===== src/design/cdps_pkg.sv =====
`default_nettype none

package cdps_pkg;

   localparam int MAX_PRESCALE      = 255;
   localparam int MAX_DIVIDER_INDEX = 255;

   localparam int SRC_W   = 27;
   localparam int TGT_W   = 26;
   localparam int TOL_W   = 7;
   localparam int PRE_W   = 8;
   localparam int IDX_W   = 8;
   localparam int SCALE_W = 8;
   localparam int LIM_W   = TGT_W + SCALE_W;
   // target/100 stays below 2**20 for any 26-bit target
   localparam int Q_W     = 20;

   // largest even prescaler that the sweep reaches
   localparam int LAST_PRESCALE = MAX_PRESCALE - (MAX_PRESCALE % 2);
   localparam int DIVISOR_MAX   = LAST_PRESCALE * (MAX_DIVIDER_INDEX + 1);
   localparam int DIVISOR_BITS  = $clog2(DIVISOR_MAX + 1);
   // the divisor port also carries the constant 100
   localparam int DIVISOR_W     = (DIVISOR_BITS > 7) ? DIVISOR_BITS : 7;

   localparam int PERCENT = 100;

   localparam logic             MODE_BEST_FIT  = 1'b0;
   localparam logic             MODE_FIRST_FIT = 1'b1;
   localparam logic [TOL_W-1:0] TOL_RESET      = TOL_W'(5);

   localparam int CSR_W = TOL_W;

   typedef enum logic [0:0] {
      CSR_SEARCH_MODE = 1'b0,
      CSR_TOLERANCE   = 1'b1
   } csr_index_type;

   typedef struct packed {
      logic [SRC_W-1:0] source_clock;
      logic [TGT_W-1:0] wanted_clock;
   } req_type;

   typedef struct packed {
      logic [PRE_W-1:0] prescale_value;
      logic [IDX_W-1:0] divider_minus_one;
      logic [SRC_W-1:0] achieved_clock;
      logic             found;
   } rsp_type;

   typedef struct packed {
      logic                 start;
      logic [SRC_W-1:0]     dividend;
      logic [DIVISOR_W-1:0] divisor;
   } div_req_type;

   typedef struct packed {
      logic             done;
      logic [SRC_W-1:0] quotient;
   } div_rsp_type;

endpackage

`default_nettype wire


===== src/design/cdps_serial_div.sv =====
`default_nettype none

// Restoring divider, one quotient bit per cycle.
module cdps_serial_div import cdps_pkg::*; (
   input  wire logic        clock,
   input  wire logic        reset,
   input  wire div_req_type div_req,
   output div_rsp_type      div_rsp
);

   localparam int                STEP_W    = $clog2(SRC_W);
   localparam logic [STEP_W-1:0] LAST_STEP = STEP_W'(SRC_W - 1);

   logic                 busy_ff, busy_in;
   logic                 done_ff, done_in;
   logic [STEP_W-1:0]    step_ff, step_in;
   logic [SRC_W-1:0]     dvd_ff, dvd_in;
   logic [DIVISOR_W-1:0] rem_ff, rem_in;
   logic [DIVISOR_W-1:0] den_ff, den_in;

   logic [DIVISOR_W:0]   rem_shift;
   logic [DIVISOR_W:0]   rem_diff;
   logic                 fits;

   assign rem_shift = {rem_ff, dvd_ff[SRC_W-1]};
   assign rem_diff  = rem_shift - {1'b0, den_ff};
   assign fits      = (rem_shift >= {1'b0, den_ff});

   always_comb begin
      busy_in = busy_ff;
      done_in = 1'b0;
      step_in = step_ff;
      dvd_in  = dvd_ff;
      rem_in  = rem_ff;
      den_in  = den_ff;
      if (div_req.start) begin
         busy_in = 1'b1;
         step_in = '0;
         dvd_in  = div_req.dividend;
         rem_in  = '0;
         den_in  = div_req.divisor;
      end else if (busy_ff) begin
         // shift in the next dividend bit, subtract when it fits
         dvd_in  = {dvd_ff[SRC_W-2:0], fits};
         rem_in  = fits ? rem_diff[DIVISOR_W-1:0] : rem_shift[DIVISOR_W-1:0];
         step_in = step_ff + STEP_W'(1);
         if (step_ff == LAST_STEP) begin
            busy_in = 1'b0;
            done_in = 1'b1;
         end
      end
   end

   always_ff @(posedge clock) begin
      if (reset) begin
         busy_ff <= 1'b0;
         done_ff <= 1'b0;
         step_ff <= '0;
      end else begin
         busy_ff <= busy_in;
         done_ff <= done_in;
         step_ff <= step_in;
      end
   end

   always_ff @(posedge clock) begin
      dvd_ff <= dvd_in;
      rem_ff <= rem_in;
      den_ff <= den_in;
   end

   assign div_rsp.done     = done_ff;
   assign div_rsp.quotient = dvd_ff;

endmodule

`default_nettype wire


===== src/design/clock_divider_pair_search_unit.sv =====
// Forms target/100 on the 27-step bit-serial divider, then tries one
// (prescaler, divider) pair per division, then loads the result register; a
// full sweep covers 127 prescalers by 256 dividers. One request at a time; the
// next is taken once the result register is loaded. Synchronous active-high
// reset returns to idle, drops any pending result and loads search_mode 0,
// tolerance_percent 5.
`default_nettype none

module clock_divider_pair_search_unit import cdps_pkg::*; (
   input  wire logic          clock,
   input  wire logic          reset,
   // request channel
   input  wire logic          req_valid,
   output logic               req_stall,
   input  wire req_type       req_data,
   // result channel
   output logic               rsp_valid,
   input  wire logic          rsp_stall,
   output rsp_type            rsp_data,
   // configuration writes
   input  wire logic          csr_write,
   input  wire csr_index_type csr_index,
   input  wire logic [CSR_W-1:0] csr_data
);

   typedef enum logic [2:0] {
      ST_IDLE,
      ST_QWAIT,
      ST_START,
      ST_DWAIT,
      ST_DECIDE,
      ST_FINISH
   } state_type;

   localparam logic [DIVISOR_W-1:0] PCT_DIVISOR = DIVISOR_W'(PERCENT);
   localparam logic [PRE_W-1:0]     FIRST_PRE   = PRE_W'(2);
   localparam logic [PRE_W-1:0]     LAST_PRE    = PRE_W'(LAST_PRESCALE);
   localparam logic [IDX_W-1:0]     LAST_IDX    = IDX_W'(MAX_DIVIDER_INDEX);

   // control state
   state_type        state_ff, state_in;
   logic             rsp_valid_ff, rsp_valid_in;
   logic             mode_ff, mode_in;
   logic [TOL_W-1:0] tol_ff, tol_in;

   // working registers of the current request
   logic [SRC_W-1:0]     src_ff, src_in;
   logic [TGT_W-1:0]     tgt_ff, tgt_in;
   logic [SCALE_W-1:0]   scale_ff, scale_in;
   logic [LIM_W-1:0]     lim_ff, lim_in;
   logic [LIM_W-1:0]     maxclk_ff, maxclk_in;
   logic [PRE_W-1:0]     p_ff, p_in;
   logic [IDX_W-1:0]     d_ff, d_in;
   logic [DIVISOR_W-1:0] divisor_ff, divisor_in;
   logic [SRC_W-1:0]     clk_ff, clk_in;
   logic [LIM_W-1:0]     clk100_ff, clk100_in;
   logic                 below_ff, below_in;
   logic [SRC_W-1:0]     diff_ff, diff_in;
   logic [SRC_W-1:0]     closest_gap_ff, closest_gap_in;
   logic                 have_ff, have_in;
   logic [PRE_W-1:0]     bp_ff, bp_in;
   logic [IDX_W-1:0]     bd_ff, bd_in;
   logic [SRC_W-1:0]     bclk_ff, bclk_in;
   rsp_type              rsp_data_ff, rsp_data_in;

   div_req_type          div_req;
   div_rsp_type          div_rsp;

   logic [SCALE_W-1:0]   scale_now;
   logic [SRC_W-1:0]     tgt_wide;
   logic                 slot_free;
   logic                 hit_first;
   logic                 better;
   logic                 last_d;
   logic                 last_p;
   logic [PRE_W-1:0]     p_next;

   cdps_serial_div u_div (
      .clock   (clock),
      .reset   (reset),
      .div_req (div_req),
      .div_rsp (div_rsp)
   );

   assign scale_now = SCALE_W'(PERCENT) + SCALE_W'(tol_ff);
   assign tgt_wide  = SRC_W'(tgt_ff);
   // the result register takes a new value once the old one is gone
   assign slot_free = !rsp_valid_ff || !rsp_stall;

   assign last_d    = (d_ff == LAST_IDX);
   assign last_p    = (p_ff == LAST_PRE);
   assign p_next    = p_ff + PRE_W'(2);
   assign hit_first = (mode_ff == MODE_FIRST_FIT) && (clk100_ff <= lim_ff);
   assign better    = (mode_ff == MODE_BEST_FIT) && below_ff && (diff_ff < closest_gap_ff);

   // Configuration writes; host must wait till no request is in flight; unchecked.
   always_comb begin
      mode_in = mode_ff;
      tol_in  = tol_ff;
      if (csr_write) begin
         unique case (csr_index)
            CSR_SEARCH_MODE: mode_in = csr_data[0];
            CSR_TOLERANCE:   tol_in  = csr_data[TOL_W-1:0];
         endcase
      end
   end

   always_comb begin
      state_in       = state_ff;
      src_in         = src_ff;
      tgt_in         = tgt_ff;
      scale_in       = scale_ff;
      lim_in         = lim_ff;
      maxclk_in      = maxclk_ff;
      p_in           = p_ff;
      d_in           = d_ff;
      divisor_in     = divisor_ff;
      clk_in         = clk_ff;
      clk100_in      = clk100_ff;
      below_in       = below_ff;
      diff_in        = diff_ff;
      closest_gap_in = closest_gap_ff;
      have_in        = have_ff;
      bp_in          = bp_ff;
      bd_in          = bd_ff;
      bclk_in        = bclk_ff;

      // drop the pending result once it is transferred
      rsp_valid_in = rsp_valid_ff && rsp_stall;
      rsp_data_in  = rsp_data_ff;

      div_req.start    = 1'b0;
      div_req.dividend = src_ff;
      div_req.divisor  = divisor_ff;

      unique case (state_ff)
         ST_IDLE: begin
            if (req_valid) begin
               // latch the request and start target/100 on the shared divider
               src_in           = req_data.source_clock;
               tgt_in           = req_data.wanted_clock;
               scale_in         = scale_now;
               lim_in           = LIM_W'(req_data.wanted_clock) * LIM_W'(scale_now);
               closest_gap_in   = SRC_W'(req_data.wanted_clock) + SRC_W'(1);
               have_in          = 1'b0;
               bp_in            = '0;
               bd_in            = '0;
               bclk_in          = '0;
               p_in             = FIRST_PRE;
               d_in             = '0;
               divisor_in       = DIVISOR_W'(FIRST_PRE);
               div_req.start    = 1'b1;
               div_req.dividend = SRC_W'(req_data.wanted_clock);
               div_req.divisor  = PCT_DIVISOR;
               state_in         = ST_QWAIT;
            end
         end
         ST_QWAIT: begin
            if (div_rsp.done) begin
               // best-fit ceiling: (target/100) * (100 + tolerance)
               maxclk_in = LIM_W'(div_rsp.quotient[Q_W-1:0]) * LIM_W'(scale_ff);
               state_in  = ST_START;
            end
         end
         ST_START: begin
            div_req.start = 1'b1;
            state_in      = ST_DWAIT;
         end
         ST_DWAIT: begin
            if (div_rsp.done) begin
               clk_in    = div_rsp.quotient;
               clk100_in = LIM_W'(div_rsp.quotient) * LIM_W'(PERCENT);
               below_in  = LIM_W'(div_rsp.quotient) < maxclk_ff;
               diff_in   = (div_rsp.quotient >= tgt_wide) ? div_rsp.quotient - tgt_wide
                                                         : tgt_wide - div_rsp.quotient;
               state_in  = ST_DECIDE;
            end
         end
         ST_DECIDE: begin
            if (hit_first || better) begin
               have_in = 1'b1;
               bp_in   = p_ff;
               bd_in   = d_ff;
               bclk_in = clk_ff;
            end
            if (better) begin
               closest_gap_in = diff_ff;
            end
            priority if (hit_first || (better && diff_ff == '0)) begin
               state_in = ST_FINISH;
            end else if (last_d && last_p) begin
               state_in = ST_FINISH;
            end else if (last_d) begin
               // advance to the next even prescaler, divider back to one
               p_in       = p_next;
               d_in       = '0;
               divisor_in = DIVISOR_W'(p_next);
               state_in   = ST_START;
            end else begin
               d_in       = d_ff + IDX_W'(1);
               divisor_in = divisor_ff + DIVISOR_W'(p_ff);
               state_in   = ST_START;
            end
         end
         ST_FINISH: begin
            if (slot_free) begin
               rsp_valid_in                = 1'b1;
               rsp_data_in.prescale_value    = bp_ff;
               rsp_data_in.divider_minus_one = bd_ff;
               rsp_data_in.achieved_clock    = bclk_ff;
               rsp_data_in.found             = have_ff;
               state_in                    = ST_IDLE;
            end
         end
         default: state_in = ST_IDLE;
      endcase
   end

   always_ff @(posedge clock) begin
      if (reset) begin
         state_ff     <= ST_IDLE;
         rsp_valid_ff <= 1'b0;
         mode_ff      <= MODE_BEST_FIT;
         tol_ff       <= TOL_RESET;
      end else begin
         state_ff     <= state_in;
         rsp_valid_ff <= rsp_valid_in;
         mode_ff      <= mode_in;
         tol_ff       <= tol_in;
      end
   end

   always_ff @(posedge clock) begin
      src_ff         <= src_in;
      tgt_ff         <= tgt_in;
      scale_ff       <= scale_in;
      lim_ff         <= lim_in;
      maxclk_ff      <= maxclk_in;
      p_ff           <= p_in;
      d_ff           <= d_in;
      divisor_ff     <= divisor_in;
      clk_ff         <= clk_in;
      clk100_ff      <= clk100_in;
      below_ff       <= below_in;
      diff_ff        <= diff_in;
      closest_gap_ff <= closest_gap_in;
      have_ff        <= have_in;
      bp_ff          <= bp_in;
      bd_ff          <= bd_in;
      bclk_ff        <= bclk_in;
      rsp_data_ff    <= rsp_data_in;
   end

   assign req_stall = (state_ff != ST_IDLE);
   assign rsp_valid = rsp_valid_ff;
   assign rsp_data  = rsp_data_ff;

   // The divider finishes only while the sequencer waits for it.
   assert property (@(posedge clock) disable iff (reset)
      div_rsp.done |-> (state_ff == ST_QWAIT || state_ff == ST_DWAIT))
      else $error("divider done outside a wait state");

   // In the start state the running divisor equals prescaler times divider.
   assert property (@(posedge clock) disable iff (reset)
      (state_ff == ST_START) |->
         (divisor_ff == DIVISOR_W'(p_ff) * (DIVISOR_W'(d_ff) + DIVISOR_W'(1))))
      else $error("divisor out of step with prescaler and divider");

   // A new result appears only from the finish state.
   assert property (@(posedge clock) disable iff (reset)
      $rose(rsp_valid_ff) |-> $past(state_ff == ST_FINISH))
      else $error("result raised outside the finish state");

   // A found pair carries a nonzero even prescaler.
   assert property (@(posedge clock) disable iff (reset)
      (rsp_valid_ff && rsp_data_ff.found) |->
         (rsp_data_ff.prescale_value != '0 && !rsp_data_ff.prescale_value[0]))
      else $error("found result with an invalid prescaler");

endmodule

`default_nettype wire


===== config.mk =====
export PLATFORM = sky130hd
export DESIGN_NAME = clock_divider_pair_search_unit
export DESIGN_NICKNAME = d
export VERILOG_FILES = /design/src/design/cdps_pkg.sv /design/src/design/cdps_serial_div.sv /design/src/design/clock_divider_pair_search_unit.sv
export SDC_FILE = /design/constraint.sdc
export NUM_CORES = 2
export LEC_CHECK = 0
export ABC_AREA = 1
export CAP_MARGIN = 20
export CORE_MARGIN = 2
export CORE_UTILIZATION = 50
export DETAILED_ROUTE_END_ITERATION = 10
export DONT_BUFFER_PORTS = 1
export GPL_ROUTABILITY_DRIVEN = 0
export PLACE_DENSITY = 0.75
export SLEW_MARGIN = 10
export SYNTH_ARGS = -nofsm -noshare
export SYNTH_HDL_FRONTEND = slang
export SYNTH_SLANG_ARGS = --single-unit

===== constraint.sdc =====
create_clock -name clock -period 5.3 [get_ports clock]
set_clock_uncertainty 0.2 [all_clocks]
set_input_delay 0.795 -clock clock [delete_from_list [all_inputs] [get_ports clock]]
set_output_delay 0.795 -clock clock [all_outputs]
set_load 0.03 [all_outputs]

---- Word level (Yosys, flattened, before mapping) ----
Cells that the tools add are included.
storage, ports and cells
  register bits ........................... 435
  input port bits ......................... 66
  output and inout port bits .............. 46
  word-level logic and storage cells ...... 145
operators by class
  $add $sub $neg .......................... 9
  $mul .................................... 3
  $lt $le $gt $ge ......................... 5
  equality and inequality tests ........... 17
  muxes and demuxes ....................... 48
  bitwise operators ....................... 3
  reductions and logical operators ........ 29
operator list
  operator                                                               number
  27-bit 2-to-1 mux                                                      7
  27-bit one-hot mux with 2 select lines                                 2
  16-bit 2-to-1 mux                                                      5
  8-bit 2-to-1 mux                                                       10
  8-bit one-hot mux with 2 select lines                                  4
  44-bit 2-to-1 mux                                                      1
  43-bit 2-to-1 mux                                                      1
  34-bit less-or-equal comparator                                        1
  26-bit by 8-bit multiplier with 34-bit output                          1
  27-bit by 5-bit multiplier with 32-bit output (second input constant)  1
  16-bit one-hot mux with 2 select lines                                 1
  27-bit by 28-bit less-than comparator with 1-bit output                1
  20-bit by 8-bit multiplier with 28-bit output                          1
  26-bit by 1-bit adder with 27-bit output (second input constant)       1
  27-bit by 26-bit >= comparator with 1-bit output                       1
  27-bit logical NOT                                                     1
  27-bit less-than comparator                                            1
  26-bit by 27-bit subtractor with 27-bit output                         1
  27-bit by 26-bit subtractor with 27-bit output                         1
  3-bit 2-to-1 mux                                                       6
  3-bit one-hot mux with 6 select lines                                  1
  17-bit by 16-bit >= comparator with 1-bit output                       1
  16-bit by 8-bit adder with 16-bit output                               1
  8-bit == test (second input constant)                                  2
  other kinds (26)                                                       61

---- Logic depth before layout (Yosys ltp) ----
  word-level depth ........................ 7
  mapped depth ............................ 30
  depth with buffers taken out ............ 29

---- Cells and area by module ----
A second synthesis with hierarchy kept.
second synthesis, totals
  cells, all modules ...................... 4375
  area total of the unflattened synthesis .. 37443.4 µm²
modules (own cells, without submodules)
  module                          instances  cells each  area each (µm²)  sequential area each (µm²)
  clock_divider_pair_search_unit  1          3883        33533.4          10750.3
  cdps_serial_div                 1          492         3910.0           1751.7

---- Worst setup path after synthesis ----
Ideal clock, no wire load.
  path kind ............................... register to register
  from .................................... register tol_ff[2]
  to ...................................... register lim_ff[23] (data pin)
  data arrival time ....................... 4.985 ns
  path slack .............................. -0.144 ns
  stages on the path, launching flop included .. 27
  clock period less this slack ............ 5.444 ns
  cells stage by stage .................... dfxtp_1 > ha_1 > nand2_1 > inv_1 > nor2_1 > nand2_1 > nand2_1 > clkbuf_1 > clkinv_1 > nand2_1 > fa_1 > fa_1 > inv_1 > fa_1 > inv_1 > fa_1 > inv_1 > ha_1 > nand2_1 > inv_1 > a21oi_1 > o21bai_2 > a21boi_1 > o21ai_1 > nand2_1 > nand2_1 > xor2_1
between the ends
  longest elaborated chain between the ends .. 2
ends and longest elaborated chain
  item                                           line                                   RTL
  start, declared                                clock_divider_pair_search_unit.sv:44   logic [TOL_W-1:0] tol_ff, tol_in;
  start signal, assigned                         clock_divider_pair_search_unit.sv:229  tol_ff <= tol_in;
  7-bit by 7-bit adder with 8-bit output         clock_divider_pair_search_unit.sv:85   assign scale_now = SCALE_W'(PERCENT) + SCALE_W'(tol_ff);
  net scale_now[6]                               clock_divider_pair_search_unit.sv:69   logic [SCALE_W-1:0] scale_now;
  26-bit by 8-bit multiplier with 34-bit output  clock_divider_pair_search_unit.sv:143  lim_in = LIM_W'(req_data.wanted_clock) * LIM_W'(scale_now);
  end signal, assigned                           clock_divider_pair_search_unit.sv:237  lim_ff <= lim_in;
  end, declared                                  clock_divider_pair_search_unit.sv:50   logic [LIM_W-1:0] lim_ff, lim_in;
The timed path passes the listed nets, and every way through them passes these cells.
A chain may end at the register's enable or synchronous reset.

---- Final worst setup path ----
  from .................................... register tol_ff[4]
  to ...................................... register lim_ff[18] (data pin)
between the ends
  longest elaborated chain between the ends .. 2
ends and longest elaborated chain
  item                                           line
  7-bit by 7-bit adder with 8-bit output         clock_divider_pair_search_unit.sv:85
  26-bit by 8-bit multiplier with 34-bit output  clock_divider_pair_search_unit.sv:143
Every way passes these cells.

==> results_dict.tcl <==
set metrics [dict create \
    chipHeight_um 274 \
    final_hold_viol_count 0 \
    critPathMaxFanout 8 \
    critical_path_required_ns 5.59 \
    async_reset_ff_frac 0 \
    final.period_utilization 0.999 \
    max_slew.worst_pin.slew_ns 1.04 \
    initial_drt_markers 3149 \
    grt_setup_unrepaired "true" \
    finalCriticalPeriod_ns 5.30 \
    grt.overflow.total 0 \
    top_signal_layer_used "met5" \
    vias 29008 \
    synth-edff-count 392 \
    tot_gr_track_use 0.261 \
    synth_largest_type_area_fraction 0.322 \
    coreArea_mm2 0.0727 \
    die_area_mm2 0.0753 \
    layout-drive-gt1-share 0.114 \
    setup_viols_final 0 \
    ys_ff_latch 427 \
    totalNegativeSetupSlack_ns 0 \
    synth.largest_area_cell "sky130_fd_sc_hd__edfxtp_1" \
    hpwlAfterDp_mm 76.7 \
    numCtsBuffers 50 \
    dieWidth_um 274 \
    route.layer.met1.wl_mm 38.6 \
    postSynthNetCount 4852 \
    timing.final.ws_setup_ns 0.00318 \
    drt-pass1-iter-count 6 \
    rr_worst_depth 24 \
    clock_tree.buffer_depth 3 \
    num_rows 99 \
    yosys.cell_types.count 61 \
    initial_antenna_violation_count 10 \
    route.met2.wl_mm 46.4 \
    detail_route.wl_per_cell_um 19.0 \
    top_level_ports 112 \
    finalMaxSlewViolations 0 \
    tritoncts "done" \
    vias_per_cell 5.48 \
    routed-wl-met3_mm 10.7 \
    drt.antenna.violating_nets 0 \
    cp-start-kind "flip-flop" \
    num-fill-cells 6126 \
    post_dp_cell_area_mm2 0.0386 \
    htree_num_levels 2 \
    dpl_worst_slack_ns -0.259 \
    seq_area_frac_synth 0.341 \
    syn_avg_cell_area_um2 8.79 \
    drc 0 \
    cts.clk_slew.worst_paths_ns 0.07 \
    totalWireLength_mm 100 \
    number_of_cells_on_the_worst_hold_path 1 \
    min-delay-path-class "primary input to flip-flop" \
    clock_latency_ns 0.65 \
    fmaxAchievable_ghz 0.189 \
    port_buffers 0 \
    cts.root.buffer_cell "sky130_fd_sc_hd__clkbuf_16" \
    crit_type "flip-flop to flip-flop" \
    worst-endpoint-arrival_ns 5.58 \
    utilization_after_layout 0.571 \
    multi_input_area_mm2 0.0210 \
    max-cap-violations 0 \
    ys_warn_count 0 \
    finalNetCount 4979 \
    critical_path.endpoint_type "flip-flop" \
    number_of_global_route_vias_before_repair 28477 \
    max-slew-margin-rel 0.304 \
    post_synth_design_cell_area_mm2 0.0365 \
    synth-main-ff-cell "sky130_fd_sc_hd__edfxtp_1" \
    run_status "finished, final reports clean" \
    area_growth_syn_to_layout_pct 13.6 \
    gate_count_of_the_mapped_netlist 4157 \
    synthTopCellsByArea "sky130_fd_sc_hd__edfxtp_1 32%, sky130_fd_sc_hd__fa_1 15%, sky130_fd_sc_hd__ha_1 12%" \
    cts_sinks 427 \
    initial_core_util 0.502 \
    register_area_mm2 0.0125 \
    final_area_mm2 0.0415 \
    grt_start_max_net_pins 85 \
    grt_pass1_wl_mm 153 \
]
==> stage by stage <==
step           cells  hold slack [ns]
3_3_place_gp    5161            0.201
2_1_floorplan   4157            0.200
3_5_place_dp    5161            0.205
5_1_grt         5284           0.0209
4_1_cts         5256           0.0106
6_report        5294           0.0349
==> layer usage <==
metal | global-route usage | up-vias
li1 | - | 13442
met1 | 0.331 | 13929
met2 | 0.419 | 1347
met3 | 0.0751 | 284
met4 | 0.111 | 6
met5 | 0 | -
==> synthesized netlist by cell type (44+ instances only) <==
master,number
sky130_fd_sc_hd__ha_1,352
sky130_fd_sc_hd__clkbuf_1,73
sky130_fd_sc_hd__xnor2_1,44
sky130_fd_sc_hd__a21oi_1,244
sky130_fd_sc_hd__o21ai_0,144
sky130_fd_sc_hd__inv_1,921
sky130_fd_sc_hd__nand3_1,88
sky130_fd_sc_hd__nand2_1,835
sky130_fd_sc_hd__xor2_1,118
sky130_fd_sc_hd__nor2_1,291
sky130_fd_sc_hd__fa_1,277
sky130_fd_sc_hd__edfxtp_1,392
==> area by class of cell <==
type / count / area share
timing repair buffer: 192 / 0.0404
sequential: 427 / 0.300
inverter: 935 / 0.0846
multi-input combinational: 2678 / 0.505
clock inverter: 38 / 0.00943
antenna: 11 / 0.000663
clock buffer: 54 / 0.0305
tap: 959 / 0.0289
==> state kept, by name, summed over array words and instances, names as in the netlist, 15 cells and up <==
signal and flops:
closest_gap_ff 27, bclk_ff 27, clk100_ff 29, u_div.rem_ff 16
src_ff 27, divisor_ff 15, tgt_ff 26, u_div.den_ff 15
lim_ff 34, clk_ff 27, diff_ff 27, u_div.dvd_ff 27
rsp_data 43, maxclk_ff 28
==> kinds of logic (layout without fill, tap and decap cells) <==
logic type,after synthesis,after routing,share of synthesized area
AND/OR/NAND/NOR,1340,1340,0.151
flip-flops,427,427,0.341
XOR/XNOR,162,162,0.0388
adder cells (fa/ha/maj),629,629,0.272
buffers and inverters,1052,1219,0.111
AO/OA/AOI/OAI,546,546,0.0862
other,1,12,0.000103
==> critical path, stage by stage (launching register included) <==
cell	delay, ns
sky130_fd_sc_hd__dfxtp_1	0.47
sky130_fd_sc_hd__nand2_1	0.11
sky130_fd_sc_hd__inv_2	0.11
sky130_fd_sc_hd__nor2_1	0.05
sky130_fd_sc_hd__nand2_1	0.11
sky130_fd_sc_hd__nand2_4	0.10
sky130_fd_sc_hd__clkbuf_16	0.19
sky130_fd_sc_hd__nor2_2	0.15
sky130_fd_sc_hd__fa_2	0.46
sky130_fd_sc_hd__fa_1	0.47
sky130_fd_sc_hd__fa_1	0.49
sky130_fd_sc_hd__inv_1	0.07
sky130_fd_sc_hd__fa_1	0.56
sky130_fd_sc_hd__inv_1	0.07
sky130_fd_sc_hd__ha_4	0.27
sky130_fd_sc_hd__nand2_2	0.07
sky130_fd_sc_hd__buf_4	0.15
sky130_fd_sc_hd__nor2_2	0.12
sky130_fd_sc_hd__inv_1	0.07
sky130_fd_sc_hd__o21ai_2	0.17
sky130_fd_sc_hd__a31oi_2	0.07
sky130_fd_sc_hd__o21ai_2	0.23
sky130_fd_sc_hd__nand3_1	0.10
sky130_fd_sc_hd__nand2_1	0.09
sky130_fd_sc_hd__xor2_1	0.17
==> final timing paths <==
kind	from	end	slack (ns)
setup / recovery	tol_ff[4]	lim_ff[18]	0.003
hold / removal	reset	u_div.busy_ff	0.03
setup reg to reg	tol_ff[4]	lim_ff[18]	0.003
hold reg to reg	bclk_ff[15]	rsp_data[16]	0.19
==> cell usage in the layout (no fill, tap or decap), drive strengths merged, types with 34 or more instances in the layout <==
cell    count
a21oi     247
clkbuf     57
nand3      91
edfxtp    392
xor2      118
buf       188
inv       936
fa        277
dfxtp      35
xnor2      44
ha        352
nor2      311
nand4      34
o21ai     162
nor3       38
nand2     840
==> timing repair <==
action | in CTS | in global routing
pin swaps | 19 | 92
gates resized for setup | 37 | 175
cloned | 0 | 3
endpoints found under the hold margin | 1 | 0
endpoints found under the setup margin | 18 | 26
hold buffers | 1 | 0
setup buffers | 2 | 23
Power is not shown: default switching activity piles up to over one toggle a cycle in this logic, so the estimate is an artifact.
